==> src/hdl/bdtw_pkg.sv <==
// Package for the banded DTW sequence score core.
// Holds shared constants, codes, the job and status structs and the FSM state type.
package bdtw_pkg;

    localparam int MAX_FRAMES = 64;

    localparam int DIST_W  = 23;
    localparam int SIM_W   = 16;
    localparam int BAND_W  = 8;
    localparam int CFG_W   = 8;
    localparam int IDX_W   = 2;
    localparam int FRAME_CFG_W = 7;

    localparam logic [DIST_W-1:0] DIST_MAX = {DIST_W{1'b1}};
    localparam logic [SIM_W-1:0]  ONE_Q15  = 16'h8000;

    localparam logic [IDX_W-1:0] REG_REAL_FRAMES     = 2'd0;
    localparam logic [IDX_W-1:0] REG_TEMPLATE_FRAMES = 2'd1;
    localparam logic [IDX_W-1:0] REG_BAND_WIDTH      = 2'd2;

    localparam logic [1:0] STATUS_EXACT = 2'd0;
    localparam logic [1:0] STATUS_EMPTY = 2'd3;

    localparam logic [BAND_W-1:0] BAND_MIN_DEFAULT = 8'd10;
    localparam int FIFTH_MUL   = 205;
    localparam int FIFTH_SHIFT = 10;

    localparam int DIV_NW = 40;
    localparam int DIV_DW = 26;
    localparam int DIV_QW = 16;

    typedef struct packed {
        logic empty;
    } t_job;

    typedef struct packed {
        logic pass_done;
    } t_back_stat;

    typedef enum logic [3:0] {
        S_IDLE,
        S_SETUP,
        S_DIVN,
        S_ROW,
        S_DIAG,
        S_RD,
        S_CELL,
        S_NEXT,
        S_SCORE,
        S_SCOREW,
        S_EMIT
    } t_state;

endpackage

==> src/hdl/bdtw_ram.sv <==
// Generic simple dual-port RAM with registered read.
// One write port, one read port; no dependencies.
module bdtw_ram #(
    parameter int WIDTH = 16,
    parameter int DEPTH = 16,
    localparam int AW = (DEPTH > 1) ? $clog2(DEPTH) : 1
) (
    input  logic             i_clk,
    input  logic             i_we,
    input  logic [AW-1:0]    i_waddr,
    input  logic [WIDTH-1:0] i_wdata,
    input  logic [AW-1:0]    i_raddr,
    output logic [WIDTH-1:0] o_rdata
);

    logic [WIDTH-1:0] r_mem [DEPTH];
    logic [WIDTH-1:0] r_rdata;

    always_ff @(posedge i_clk) begin
        if (i_we) begin
            r_mem[i_waddr] <= i_wdata;
        end
        r_rdata <= r_mem[i_raddr];
    end

    assign o_rdata = r_rdata;

endmodule

==> src/hdl/bdtw_div.sv <==
// Serial restoring divider, one quotient bit per cycle.
// Depends on bdtw_pkg for operand widths.
module bdtw_div (
    input  logic                         i_clk,
    input  logic                         i_rst_n,
    input  logic                         i_start,
    input  logic [bdtw_pkg::DIV_NW-1:0]  i_dividend,
    input  logic [bdtw_pkg::DIV_DW-1:0]  i_divisor,
    output logic                         o_done,
    output logic [bdtw_pkg::DIV_QW-1:0]  o_quotient,
    output logic [bdtw_pkg::DIV_DW-1:0]  o_remainder
);

    localparam int CNT_W = $clog2(bdtw_pkg::DIV_QW);

    logic [bdtw_pkg::DIV_DW-1:0] r_rem;
    logic [bdtw_pkg::DIV_DW-1:0] r_div;
    logic [bdtw_pkg::DIV_QW-1:0] r_num;
    logic [bdtw_pkg::DIV_QW-1:0] r_quo;
    logic [CNT_W-1:0]            r_cnt;
    logic                        r_busy;
    logic                        r_done;
    logic [bdtw_pkg::DIV_DW:0]   trial;
    logic                        fits;

    always_comb begin
        trial = {r_rem, r_num[r_cnt]};
        fits  = trial >= {1'b0, r_div};
    end

    always_ff @(posedge i_clk) begin
        if (!i_rst_n) begin
            r_busy <= 1'b0;
            r_done <= 1'b0;
        end else begin
            r_done <= 1'b0;
            if (i_start) begin
                r_busy <= 1'b1;
            end else if (r_busy && r_cnt == '0) begin
                r_busy <= 1'b0;
                r_done <= 1'b1;
            end
        end
    end

    always_ff @(posedge i_clk) begin
        if (i_start) begin
            r_rem <= bdtw_pkg::DIV_DW'(i_dividend >> bdtw_pkg::DIV_QW);
            r_num <= i_dividend[bdtw_pkg::DIV_QW-1:0];
            r_div <= i_divisor;
            r_quo <= '0;
            r_cnt <= CNT_W'(bdtw_pkg::DIV_QW - 1);
        end else if (r_busy) begin
            r_rem <= fits ? bdtw_pkg::DIV_DW'(trial - {1'b0, r_div})
                          : bdtw_pkg::DIV_DW'(trial);
            r_quo <= {r_quo[bdtw_pkg::DIV_QW-2:0], fits};
            r_cnt <= r_cnt - 1'b1;
        end
    end

    assign o_done      = r_done;
    assign o_quotient  = r_quo;
    assign o_remainder = r_rem;

endmodule

==> src/hdl/bdtw_back.sv <==
// Back part: banded DTW pass over the stored matrix, score division, result register.
// Depends on bdtw_pkg, bdtw_ram and bdtw_div.
module bdtw_back #(
    parameter int P_MAX_FRAMES = bdtw_pkg::MAX_FRAMES,
    localparam int FW  = $clog2(P_MAX_FRAMES + 1),
    localparam int CAW = $clog2(P_MAX_FRAMES * P_MAX_FRAMES)
) (
    input  logic                          i_clk,
    input  logic                          i_rst_n,
    input  logic                          i_job_valid,
    input  bdtw_pkg::t_job                i_job,
    output logic                          o_job_pop,
    input  logic [FW-1:0]                 i_m,
    input  logic [FW-1:0]                 i_n,
    input  logic [bdtw_pkg::BAND_W-1:0]   i_bw_cfg,
    output logic [CAW-1:0]                o_store_raddr,
    input  logic [bdtw_pkg::SIM_W-1:0]    i_store_rdata,
    output bdtw_pkg::t_back_stat          o_back_stat,
    output logic                          o_out_valid,
    input  logic                          i_out_stall,
    output logic [bdtw_pkg::DIST_W-1:0]   o_distance,
    output logic [bdtw_pkg::SIM_W-1:0]    o_score,
    output logic [1:0]                    o_status,
    output logic [bdtw_pkg::BAND_W-1:0]   o_final_band
);

    localparam int DW = bdtw_pkg::DIST_W;
    localparam int BW = bdtw_pkg::BAND_W;
    localparam int SW = 11;

    bdtw_pkg::t_state r_state;
    bdtw_pkg::t_state n_state;

    logic [FW-1:0]   r_i, r_j, r_js, r_je, r_jsp, r_jep;
    logic [FW-1:0]   r_q, r_r, r_qn, r_rn;
    logic [CAW-1:0]  r_base;
    logic [BW-1:0]   r_bw;
    logic [DW-1:0]   r_left, r_diag, r_dist;
    logic            r_first;
    logic [bdtw_pkg::SIM_W-1:0] r_score;
    logic [1:0]      r_status;
    logic [BW-1:0]   r_band;
    logic            r_out_valid;
    logic [DW-1:0]   r_out_dist;
    logic [bdtw_pkg::SIM_W-1:0] r_out_score;
    logic [1:0]      r_out_status;
    logic [BW-1:0]   r_out_band;

    logic            job_pop;
    logic            div_start;
    logic            div_done;
    logic [bdtw_pkg::DIV_QW-1:0] div_quo;
    logic [bdtw_pkg::DIV_DW-1:0] div_rem;
    logic [bdtw_pkg::DIV_NW-1:0] div_num;
    logic [bdtw_pkg::DIV_DW-1:0] div_den;
    logic [bdtw_pkg::DIV_NW-1:0] den_full;

    logic [FW-1:0]   row_raddr;
    logic [DW-1:0]   row_rdata;
    logic            row_we;
    logic [DW-1:0]   cell_val;

    logic [FW-1:0]   mn;
    logic [19:0]     fifth_prod;
    logic [BW-1:0]   fifth;
    logic [BW-1:0]   bw_init;
    logic signed [SW-1:0] t_lo;
    logic [SW-1:0]   t_hi;
    logic [FW-1:0]   js_c, je_c;
    logic [FW:0]     r_sum;
    logic [FW-1:0]   q_next, r_next;

    logic [bdtw_pkg::SIM_W-1:0] cost;
    logic            up_ok, left_ok, diag_ok, any_ok;
    logic [DW-1:0]   diag_val, best;
    logic [DW:0]     add_sum;
    logic [bdtw_pkg::SIM_W+FW-1:0] prod;
    logic            take_out;

    bdtw_ram #(
        .WIDTH (DW),
        .DEPTH (P_MAX_FRAMES + 1)
    ) u_row_ram (
        .i_clk   (i_clk),
        .i_we    (row_we),
        .i_waddr (r_j),
        .i_wdata (cell_val),
        .i_raddr (row_raddr),
        .o_rdata (row_rdata)
    );

    bdtw_div u_div (
        .i_clk       (i_clk),
        .i_rst_n     (i_rst_n),
        .i_start     (div_start),
        .i_dividend  (div_num),
        .i_divisor   (div_den),
        .o_done      (div_done),
        .o_quotient  (div_quo),
        .o_remainder (div_rem)
    );

    always_comb begin
        mn         = (i_m < i_n) ? i_m : i_n;
        fifth_prod = 20'(mn) * 20'(bdtw_pkg::FIFTH_MUL);
        fifth      = BW'(fifth_prod >> bdtw_pkg::FIFTH_SHIFT);
        if (i_bw_cfg != '0) begin
            bw_init = i_bw_cfg;
        end else begin
            bw_init = (fifth > bdtw_pkg::BAND_MIN_DEFAULT) ? fifth
                                                           : bdtw_pkg::BAND_MIN_DEFAULT;
        end

        den_full = (bdtw_pkg::DIV_NW'(i_m > i_n ? i_m : i_n) << 15)
                 + bdtw_pkg::DIV_NW'(r_dist);
        if (r_state == bdtw_pkg::S_SETUP) begin
            div_num = bdtw_pkg::DIV_NW'(i_n);
            div_den = bdtw_pkg::DIV_DW'(i_m);
        end else begin
            div_num = (bdtw_pkg::DIV_NW'(i_m > i_n ? i_m : i_n) << 31) + den_full;
            div_den = bdtw_pkg::DIV_DW'(den_full << 1);
        end

        t_lo = $signed(SW'(r_q)) + $signed(SW'(r_r != '0)) - $signed(SW'(r_bw));
        t_hi = SW'(r_q) + SW'(r_bw);
        if (SW'(r_bw) < SW'(i_n)) begin
            if (t_lo <= 0) begin
                js_c = FW'(1);
            end else if (t_lo > $signed(SW'(i_n))) begin
                js_c = i_n;
            end else begin
                js_c = FW'(t_lo);
            end
            je_c = (t_hi > SW'(i_n)) ? i_n : FW'(t_hi);
        end else begin
            js_c = FW'(1);
            je_c = i_n;
        end

        r_sum = {1'b0, r_r} + {1'b0, r_rn};
        if (r_sum >= {1'b0, i_m}) begin
            r_next = FW'(r_sum - {1'b0, i_m});
            q_next = r_q + r_qn + 1'b1;
        end else begin
            r_next = FW'(r_sum);
            q_next = r_q + r_qn;
        end

        cost = (i_store_rdata >= bdtw_pkg::ONE_Q15) ? '0
                                                    : bdtw_pkg::ONE_Q15 - i_store_rdata;
        if (r_i == FW'(1)) begin
            up_ok    = 1'b0;
            diag_ok  = r_j == FW'(1);
            diag_val = '0;
        end else begin
            up_ok    = (r_j >= r_jsp) && (r_j <= r_jep);
            diag_ok  = ((r_j - 1'b1) >= r_jsp) && ((r_j - 1'b1) <= r_jep);
            diag_val = r_diag;
        end
        left_ok = r_j > r_js;
        any_ok  = up_ok || left_ok || diag_ok;
        best    = bdtw_pkg::DIST_MAX;
        if (up_ok && row_rdata < best) begin
            best = row_rdata;
        end
        if (left_ok && r_left < best) begin
            best = r_left;
        end
        if (diag_ok && diag_val < best) begin
            best = diag_val;
        end
        add_sum = {1'b0, best} + (DW + 1)'(cost);
        prod    = (bdtw_pkg::SIM_W + FW)'(cost) * (bdtw_pkg::SIM_W + FW)'(r_i);
        if (any_ok) begin
            cell_val = (add_sum > (DW + 1)'(bdtw_pkg::DIST_MAX)) ? bdtw_pkg::DIST_MAX
                                                                 : add_sum[DW-1:0];
        end else begin
            cell_val = ((bdtw_pkg::SIM_W + FW)'(bdtw_pkg::DIST_MAX) < prod)
                     ? bdtw_pkg::DIST_MAX : DW'(prod);
        end
    end

    assign take_out = r_out_valid && !i_out_stall;

    always_comb begin
        n_state     = r_state;
        job_pop     = 1'b0;
        div_start   = 1'b0;
        row_we      = 1'b0;
        row_raddr   = r_j;
        o_back_stat = '0;
        unique case (r_state)
            bdtw_pkg::S_IDLE: begin
                if (i_job_valid) begin
                    job_pop = 1'b1;
                    n_state = i_job.empty ? bdtw_pkg::S_EMIT : bdtw_pkg::S_SETUP;
                end
            end
            bdtw_pkg::S_SETUP: begin
                div_start = 1'b1;
                n_state   = bdtw_pkg::S_DIVN;
            end
            bdtw_pkg::S_DIVN: begin
                if (div_done) begin
                    n_state = bdtw_pkg::S_ROW;
                end
            end
            bdtw_pkg::S_ROW: begin
                n_state = bdtw_pkg::S_DIAG;
            end
            bdtw_pkg::S_DIAG: begin
                row_raddr = r_js - 1'b1;
                n_state   = bdtw_pkg::S_RD;
            end
            bdtw_pkg::S_RD: begin
                n_state = bdtw_pkg::S_CELL;
            end
            bdtw_pkg::S_CELL: begin
                row_we = 1'b1;
                if (r_j == r_je) begin
                    if (r_i == i_m) begin
                        o_back_stat.pass_done = 1'b1;
                        n_state = bdtw_pkg::S_SCORE;
                    end else begin
                        n_state = bdtw_pkg::S_NEXT;
                    end
                end else begin
                    n_state = bdtw_pkg::S_RD;
                end
            end
            bdtw_pkg::S_NEXT: begin
                n_state = bdtw_pkg::S_ROW;
            end
            bdtw_pkg::S_SCORE: begin
                div_start = 1'b1;
                n_state   = bdtw_pkg::S_SCOREW;
            end
            bdtw_pkg::S_SCOREW: begin
                if (div_done) begin
                    n_state = bdtw_pkg::S_EMIT;
                end
            end
            bdtw_pkg::S_EMIT: begin
                if (!r_out_valid || take_out) begin
                    n_state = bdtw_pkg::S_IDLE;
                end
            end
            default: begin
                n_state = bdtw_pkg::S_IDLE;
            end
        endcase
    end

    always_ff @(posedge i_clk) begin
        if (!i_rst_n) begin
            r_state     <= bdtw_pkg::S_IDLE;
            r_out_valid <= 1'b0;
        end else begin
            r_state <= n_state;
            if (r_state == bdtw_pkg::S_EMIT && (!r_out_valid || take_out)) begin
                r_out_valid <= 1'b1;
            end else if (take_out) begin
                r_out_valid <= 1'b0;
            end
        end
    end

    always_ff @(posedge i_clk) begin
        unique case (r_state)
            bdtw_pkg::S_IDLE: begin
                r_dist   <= '0;
                r_score  <= '0;
                r_status <= bdtw_pkg::STATUS_EMPTY;
                r_band   <= '0;
            end
            bdtw_pkg::S_SETUP: begin
                r_bw <= bw_init;
            end
            bdtw_pkg::S_DIVN: begin
                r_qn   <= FW'(div_quo);
                r_rn   <= FW'(div_rem);
                r_q    <= FW'(div_quo);
                r_r    <= FW'(div_rem);
                r_i    <= FW'(1);
                r_base <= '0;
            end
            bdtw_pkg::S_ROW: begin
                r_js    <= js_c;
                r_je    <= je_c;
                r_j     <= js_c;
                r_first <= 1'b1;
            end
            bdtw_pkg::S_DIAG: begin
            end
            bdtw_pkg::S_RD: begin
                if (r_first) begin
                    r_diag  <= row_rdata;
                    r_first <= 1'b0;
                end
            end
            bdtw_pkg::S_CELL: begin
                r_left <= cell_val;
                r_diag <= row_rdata;
                r_dist <= cell_val;
                if (r_j != r_je) begin
                    r_j <= r_j + 1'b1;
                end
            end
            bdtw_pkg::S_NEXT: begin
                r_i    <= r_i + 1'b1;
                r_q    <= q_next;
                r_r    <= r_next;
                r_base <= r_base + CAW'(i_n);
                r_jsp  <= r_js;
                r_jep  <= r_je;
            end
            bdtw_pkg::S_SCORE: begin
            end
            bdtw_pkg::S_SCOREW: begin
                r_score  <= div_quo;
                r_status <= bdtw_pkg::STATUS_EXACT;
                r_band   <= r_bw;
            end
            bdtw_pkg::S_EMIT: begin
                if (!r_out_valid || take_out) begin
                    r_out_dist   <= r_dist;
                    r_out_score  <= r_score;
                    r_out_status <= r_status;
                    r_out_band   <= r_band;
                end
            end
            default: begin
            end
        endcase
    end

    assign o_store_raddr = r_base + CAW'(r_j - 1'b1);
    assign o_job_pop     = job_pop;
    assign o_out_valid   = r_out_valid;
    assign o_distance    = r_out_dist;
    assign o_score       = r_out_score;
    assign o_status      = r_out_status;
    assign o_final_band  = r_out_band;

endmodule

==> config.mk <==
export PLATFORM = sky130hd
export DESIGN_NAME = bdtw_back
export DESIGN_NICKNAME = d
export VERILOG_FILES = /design/src/hdl/bdtw_pkg.sv /design/src/hdl/bdtw_ram.sv /design/src/hdl/bdtw_div.sv /design/src/hdl/bdtw_back.sv
export SDC_FILE = /design/constraint.sdc
export NUM_CORES = 2
export LEC_CHECK = 0
export BUFFER_PORTS_ARGS = -buffer_cell sky130_fd_sc_hd__buf_2
export CAP_MARGIN = 25
export CORE_ASPECT_RATIO = 1.25
export CORE_UTILIZATION = 55
export DETAILED_ROUTE_END_ITERATION = 10
export GPL_TIMING_DRIVEN = 0
export PLACE_DENSITY = 0.76
export SLEW_MARGIN = 20
export SYNTH_ARGS = -nofsm -noshare
export SYNTH_HDL_FRONTEND = slang
export SYNTH_HIERARCHICAL = 1
export SYNTH_SLANG_ARGS = --single-unit
==> constraint.sdc <==
create_clock -name i_clk -period 24.9 [get_ports i_clk]
set_clock_uncertainty 0.15 [all_clocks]
set_input_delay 1.245 -clock i_clk [delete_from_list [all_inputs] [get_ports i_clk]]
set_output_delay 1.245 -clock i_clk [all_outputs]
set_load 0.005 [all_outputs]
* Yosys cells after proc, flatten, opt, wreduce, memory -nomap -nowiden
Memory sizes are Yosys's and may differ from the RTL's. A register that Yosys moved wholly into a read port is not among the register bits.
Index checks and enable logic that the tools add are counted.
** Word-level totals
- Register bits after elaboration :: 330
- Latch bits :: 0
- Bits of input ports :: 43
- Memories kept :: 1
- ROM bits :: 0
- Word-level logic and storage cells :: 198
- Output and inout port bits :: 64
- Memory bits (writable) :: 1495
** Operators by class
- Order comparisons :: 21
- Multiplexer cells :: 64
- Divide/modulo/power cells :: 0
- Reductions and logical operators :: 32
- $mul :: 2
- Add/sub/neg operators :: 20
- Bitwise gates (word level) :: 1
- Shift-type cells :: 0
- Equal/unequal tests :: 21
** Memory list
- u_row_ram.r_mem :: words 65, width 23, rd ports 1, clocked after memory_dff 1, wr ports 1, line bdtw_ram.sv:16 : logic [WIDTH-1:0] r_mem [DEPTH];
** Operators by type and width (count)
- two-way mux 23 bit :: 8
- one-hot mux 23 bit (2 select lines) :: 2
- two-way mux 7 bit :: 12
- one-hot mux 7 bit (2 select lines) :: 4
- two-way mux 24 bit :: 2
- < comparator 23 bit :: 2
- one-hot mux 4 bit (11 select lines) :: 1
- two-way mux 40 bit :: 1
- adder 38 x 24 -> 39 bit :: 1
- one-hot mux 16 bit (2 select lines) :: 1
- two-way mux 4 bit :: 7
- greater-or-equal comparator 27 x 26 -> 1 bit :: 1
- two-way mux 26 bit :: 1
- subtractor 26 bit :: 1
- adder 22 x 23 -> 24 bit :: 1
- adder 23 x 16 -> 24 bit :: 1
- > comparator 24 x 23 -> 1 bit (second input constant) :: 1
- one-hot mux 12 bit (2 select lines) :: 1
- < comparator 23 bit (first input constant) :: 1
- < comparator 23 bit (second input constant) :: 1
- multiplier 16 x 7 -> 23 bit :: 1
- adder 7 x 1 -> 7 bit (second input constant) :: 3
- nonzero test 2 bit :: 9
- two-way mux 1 bit :: 17
- other kinds (51) :: 81

* Longest topological paths before layout
- Word-level depth :: 16
- Gate-level depth with buffers :: 50
- Mapped depth without buffers :: 40

* By module
The synthesis kept the hierarchy.
** Modules (own cells, without submodules)
- bdtw_ram :: area each 58258.4 um^2, seq. area each 45353.5 um^2, cells an instance 2834, instances 1
- bdtw_back :: area each 20865.0 um^2, seq. area each 7096.8 um^2, cells an instance 2156, instances 1
- bdtw_div :: area each 4887.2 um^2, seq. area each 2462.4 um^2, cells an instance 457, instances 1

* Worst setup path before layout
No wires, ideal clock.
- Path kind :: register -> register
- Start :: reg r_j[0]
- End :: reg r_left[13], data pin
- Period minus slack after synthesis :: 11.602 ns
- Data arrival time :: 10.847 ns
- Setup time :: 0.604 ns
- Slack :: 13.298 ns
- Stages on the path, launching flop included :: 47
- Data required time :: 24.146 ns
- Path buffers :: 11
- Cells stage by stage :: edfxtp_1 -> clkbuf_1 -> inv_1 -> ha_1 -> nand3_1 -> o22a_2 -> or4_4 -> buf_6 -> buf_2 -> buf_1 -> nor2_1 -> ha_1 -> a21oi_1 -> o21ai_0 -> a221oi_1 -> and4_1 -> clkbuf_1 -> nand2_1 -> [11 not listed] -> nor2_2 -> buf_6 -> buf_2 -> clkbuf_1 -> nand2_1 -> o21ai_0 -> ha_1 -> a211oi_1 -> o21ai_0 -> a2111oi_0 -> o41ai_1 -> a21oi_1 -> o21ai_0 -> nand2_1 -> inv_1 -> mux2i_4 -> buf_4 -> a31oi_1
** Between the ends
- Cells in the longest elaborated chain, start to end :: 15
- Elaborated cells on any way between the ends :: 25
- Classes of those cells :: add/sub: 2; order compare: 8; eq/ne: 1; mux: 7; reduce/logical: 7
** Ends and longest elaborated chain
- start, declared :: line bdtw_back.sv:34 : logic [FW-1:0] r_i, r_j, r_js, r_je, r_jsp, r_jep;
- start signal, assigned :: line bdtw_back.sv:290 : r_j <= js_c;
- start signal, assigned :: line bdtw_back.sv:306 : r_j <= r_j + 1'b1;
- greater-or-equal comparator 7 bit / less-or-equal comparator 7 bit (equally long branches) :: line bdtw_back.sv:156 : up_ok = (r_j >= r_jsp) && (r_j <= r_jep);
- logical AND 1 bit :: line bdtw_back.sv:156
- two-way mux 1 bit :: line bdtw_back.sv:151 : if (r_i == FW'(1)) begin
- logical AND 1 bit :: line bdtw_back.sv:163 : if (up_ok && row_rdata < best) begin
- two-way mux 23 bit :: line bdtw_back.sv:163
- < comparator 23 bit :: line bdtw_back.sv:166 : if (left_ok && r_left < best) begin
- logical AND 1 bit :: line bdtw_back.sv:166
- two-way mux 23 bit :: line bdtw_back.sv:166
- < comparator 23 bit :: line bdtw_back.sv:169 : if (diag_ok && diag_val < best) begin
- logical AND 1 bit :: line bdtw_back.sv:169
- two-way mux 23 bit :: line bdtw_back.sv:169
- adder 23 x 16 -> 24 bit :: line bdtw_back.sv:172 : add_sum = {1'b0, best} + (DW + 1)'(cost);
- > comparator 24 x 23 -> 1 bit :: line bdtw_back.sv:175 : cell_val = (add_sum > (DW + 1)'(bdtw_pkg::DIST_MAX)) ? bdtw_pkg::DIST_MAX
- two-way mux 23 bit :: line bdtw_back.sv:175
- two-way mux 23 bit * :: line bdtw_back.sv:174 : if (any_ok) begin
- net cell_val[13] :: line bdtw_back.sv:61 : logic [DW-1:0] cell_val;
- end signal, assigned :: line bdtw_back.sv:302 : r_left <= cell_val;
- end, declared :: line bdtw_back.sv:38 : logic [DW-1:0] r_left, r_diag, r_dist;
Mark *: on every way through the listed nets, which the timed path passes. The rest lies on a longest branch.
A chain may end at the register's enable or synchronous reset.

* Final worst setup path
- Start :: reg r_j[0]
- End :: mem u_row_ram/r_mem[34][20] in the netlist's numbering, data pin
** Between the ends
- Cells in the longest elaborated chain, start to end :: 15
- Elaborated cells on any way between the ends :: 25
- Classes of those cells :: add/sub: 2; order compare: 8; eq/ne: 1; mux: 7; reduce/logical: 7
** Ends and longest elaborated chain (line)
- greater-or-equal comparator 7 bit / less-or-equal comparator 7 bit (equally long branches) :: bdtw_back.sv:156
- logical AND 1 bit :: bdtw_back.sv:156
- two-way mux 1 bit :: bdtw_back.sv:151
- logical AND 1 bit :: bdtw_back.sv:163
- two-way mux 23 bit :: bdtw_back.sv:163
- < comparator 23 bit :: bdtw_back.sv:166
- logical AND 1 bit :: bdtw_back.sv:166
- two-way mux 23 bit :: bdtw_back.sv:166
- < comparator 23 bit :: bdtw_back.sv:169
- logical AND 1 bit :: bdtw_back.sv:169
- two-way mux 23 bit :: bdtw_back.sv:169
- adder 23 x 16 -> 24 bit :: bdtw_back.sv:172
- > comparator 24 x 23 -> 1 bit :: bdtw_back.sv:175
- two-way mux 23 bit :: bdtw_back.sv:175
- two-way mux 23 bit * :: bdtw_back.sv:174
- net cell_val[20] :: bdtw_back.sv:61
- end, declared :: bdtw_ram.sv:16
Marked as above.

==> flow_summary.toml <==
[die]
core_area_mm2 = 0.152
io_pins = 107
dieArea_mm2 = 0.154
die_y_um = 439
num_rows = 160
initial_core_util = 0.553
die_width_um = 352

[power_and_ir_drop]
power_switching_uw = 3960
powerDensity_mw_per_mm2 = 117
vdd_drop_max_mv = 0.102
p_int_uw = 7260
swShare = 0.353
p_seq_frac = 0.400
power.leakage_uw = 0.0341
combinationalPowerShare = 0.365
clkPwrFrac = 0.235

[timing]
hold_violations = 0
max_slew_margin = 0.225
maxSlewViolCount = 0
final.setup.tns_ps = 0
worst_slew_pin_slew_ps = 1160
rsz0062_at_grt = "false"
min_period_ps = 14490
finalCritPeriodShare = 0.582
max_freq_mhz = 69.0
setup_viol = 0
fin_ws_ps = 10410

[route]
ant_nets = 0
routedWlPerCell_um = 27.9
drc = 0
vias_per_cell = 6.31
vias = 50900
routed_wl_um = 226000
drt_first_pass_iters = 6
drt_iter0_markers = 5260

[grt]
grt_max_degree = 43
grt_usage = 0.294
antenna_found_initial = 9
grt_overflow = 0
grt_first_pass_wirelength_um = 330000
grt_pass1_vias = 51800

[synth]
syn_avg_cell_area_um2 = 15.4
synth_edf_count = 1794
async_reset_ff_frac = 0
seq_area_frac_synth = 0.654
synth-seq-cells = 1846
yosys_warnings = 6
synth_area_mm2 = 0.0840
yosys.cell_types.count = 94
syn_inst = 5447
synth_ff_type = "edfxtp_1"

[critical_path]
crit_start = "r_j[0]"
slowest_stage = "a2111oi_0"
crit_required_ps = 25320
rr_endpoint = "u_row_ram/r_mem[34][20]"
reg2reg_slack_ps = 10410
r2r_start = "r_j[0]"
cp_common_cell = "o21ai_0"
arrival_ps = 14910
startpoint_type = "flop"
cp-endpoint = "u_row_ram/r_mem[34][20]"
worstPathMaxFanout = 25
reg2reg_depth = 50
cpPeakStageDelay_ps = 660
criticalPathCategory = "flop to flop"
endpoint_kind = "flop"

[clock_network]
htreeDepth = 4
worstSkewPairLatency_ps = 840
cts_sinks = 1846
cts-root-buf = "clkbuf_16"
cts_tree = "built"
cts_buffers = 174
cts_buffer_depth = 3
cts_repair_resize_count = 0
hold_buffers = 0
clk_pin_slew_ps = 60
post_cts_buffers = 0

[placed_design]
dp_hpwl_um = 161000
gp_congestion = 1.06
dp_slack_ps = 10670
port-buffer-count = 105

[cells_and_area]
fin_nets = 6330
syn2layout_area_growth_pct = 14.5
final_layout_size_suffix_gt1_frac = 0.172

[run]
max_cap_violations = 0

[outcome]
outcome = "completed"

[hold_path]
min_path_type = "flop to flop"
-- cell type report --
class / count / area, um^2
inverter: 217 / 815
multi-input combinational: 3131 / 27800
tap: 2025 / 2530
sequential: 1846 / 54900
buffer: 262 / 1290
timing repair buffer: 269 / 3230
clock buffer: 223 / 4600
clock inverter: 102 / 1020
antenna: 5 / 12.5
fill: 10500 / 55800
-- kinds of logic after synthesis --
kind of cell	after synthesis	synth area share
other cells	1	0.0000446
fa+ha+maj	386	0.0653
flops	1846	0.654
compound gates	853	0.0675
mux	588	0.106
simple gates	1127	0.0653
xor+xnor	167	0.0174
buf+inv	479	0.0251
-- cells in the mapped netlist (all sizes together) (48+ instances only) --
cell type	n	area share
a21o	49	0.0044
o21ai	200	0.012
edfxtp	1794	0.64
a21oi	167	0.010
ha	299	0.045
nand3	72	0.0043
mux2i	315	0.038
a211oi	151	0.014
inv	217	0.0097
xor2	64	0.0067
buf	128	0.0094
clkbuf	134	0.0060
o221ai	48	0.0051
nor3	55	0.0033
nand2	324	0.015
dfxtp	52	0.012
nor2b	106	0.0079
fa	87	0.021
xnor2	103	0.011
and2	90	0.0067
mux4	235	0.063
nor2	273	0.012
-- worst min-delay path by stage --
| stage | startpoint | end | slack [ps] | depth (start not counted) |
|---|---|---|---|---|
| floorplan | r_band[0] | o_final_band[0] | 250 | 0 |
| global placement | r_band[3] | o_final_band[3] | 250 | 0 |
| detailed placement | r_score[6] | o_score[6] | 250 | 0 |
| CTS | r_score[6] | o_score[6] | 270 | 0 |
| global route | r_score[6] | o_score[6] | 270 | 0 |
| finish | r_score[6] | o_score[6] | 270 | 0 |
-- state kept, by name (all words and copies together), names as in the netlist, 23 cells and up --
register and cells:
o_distance 23, r_diag 23, r_dist 23, r_left 23, u_div/o_remainder 26, u_div/r_div 26
u_row_ram/o_rdata 23, u_row_ram/r_mem 1495
-- per-stage QoR --
step | util | cell area [um^2] | power (uW) | hold WS (ps) | instances
floorplan | - | 84000 | 6820 | 250 | 5456
global placement | 0.573 | 87100 | 8170 | 250 | 7586
detailed placement | 0.595 | 90500 | 8560 | 255 | 7743
CTS | 0.632 | 96100 | 11200 | 269 | 8068
global route | 0.633 | 96200 | 11700 | 271 | 8077
finish | 0.633 | 96200 | 11200 | 268 | 8080
-- routing by layer --
metal / GRT usage / wire, um / vias to the layer above
li1: - / - / 22000
met4: 0.185 / 16000 / 4
met1: 0.355 / 80700 / 25600
met2: 0.486 / 110000 / 2727
met5: 0 / 15 / -
met3: 0.0556 / 18700 / 633
-- power by group through the flow --
stage | Clock [uW] | Sequential, uW | Combinational (uW)
finish | 2640 | 4490 | 4100
global route | 2770 | 4500 | 4380
CTS | 2660 | 4490 | 4040
detailed placement | 0 | 4550 | 4010
global placement | 0 | 4780 | 3390
floorplan | 0 | 4590 | 2240
-- cell usage in the layout (no fill, tap or decap), types with 31 or more instances in the layout --
cell type	n
a21oi_1	162
buf_16	36
a21o_1	49
edfxtp_1	1794
buf_12	39
o221ai_1	47
nand2_1	323
buf_4	40
mux2_2	37
nor2_1	212
mux4_2	235
nand3_1	72
nor4_1	40
and3_1	40
buf_2	187
o21ai_0	195
xor2_1	64
clkbuf_1	176
nor2_4	59
fa_1	87
o22ai_1	34
dfxtp_1	52
nor3_1	43
or3_1	31
clkbuf_16	175
xnor2_1	103
a211oi_1	148
nor2b_1	106
and2_1	90
ha_1	299
mux2i_1	314
inv_1	216
buf_6	54
-- critical path: cells and delay by family, from the launching register on --
| family | cells | cell delay [ps] |
|---|---|---|
| multiplexers | 1 | 450 |
| flip-flops | 1 | 650 |
| adder cells (fa/ha/maj) | 4 | 1340 |
| buffers and inverters | 15 | 4380 |
| AND/OR/NAND/NOR | 13 | 2660 |
| AO/OA/AOI/OAI | 17 | 4520 |
(Power assumes the default switching activity.)
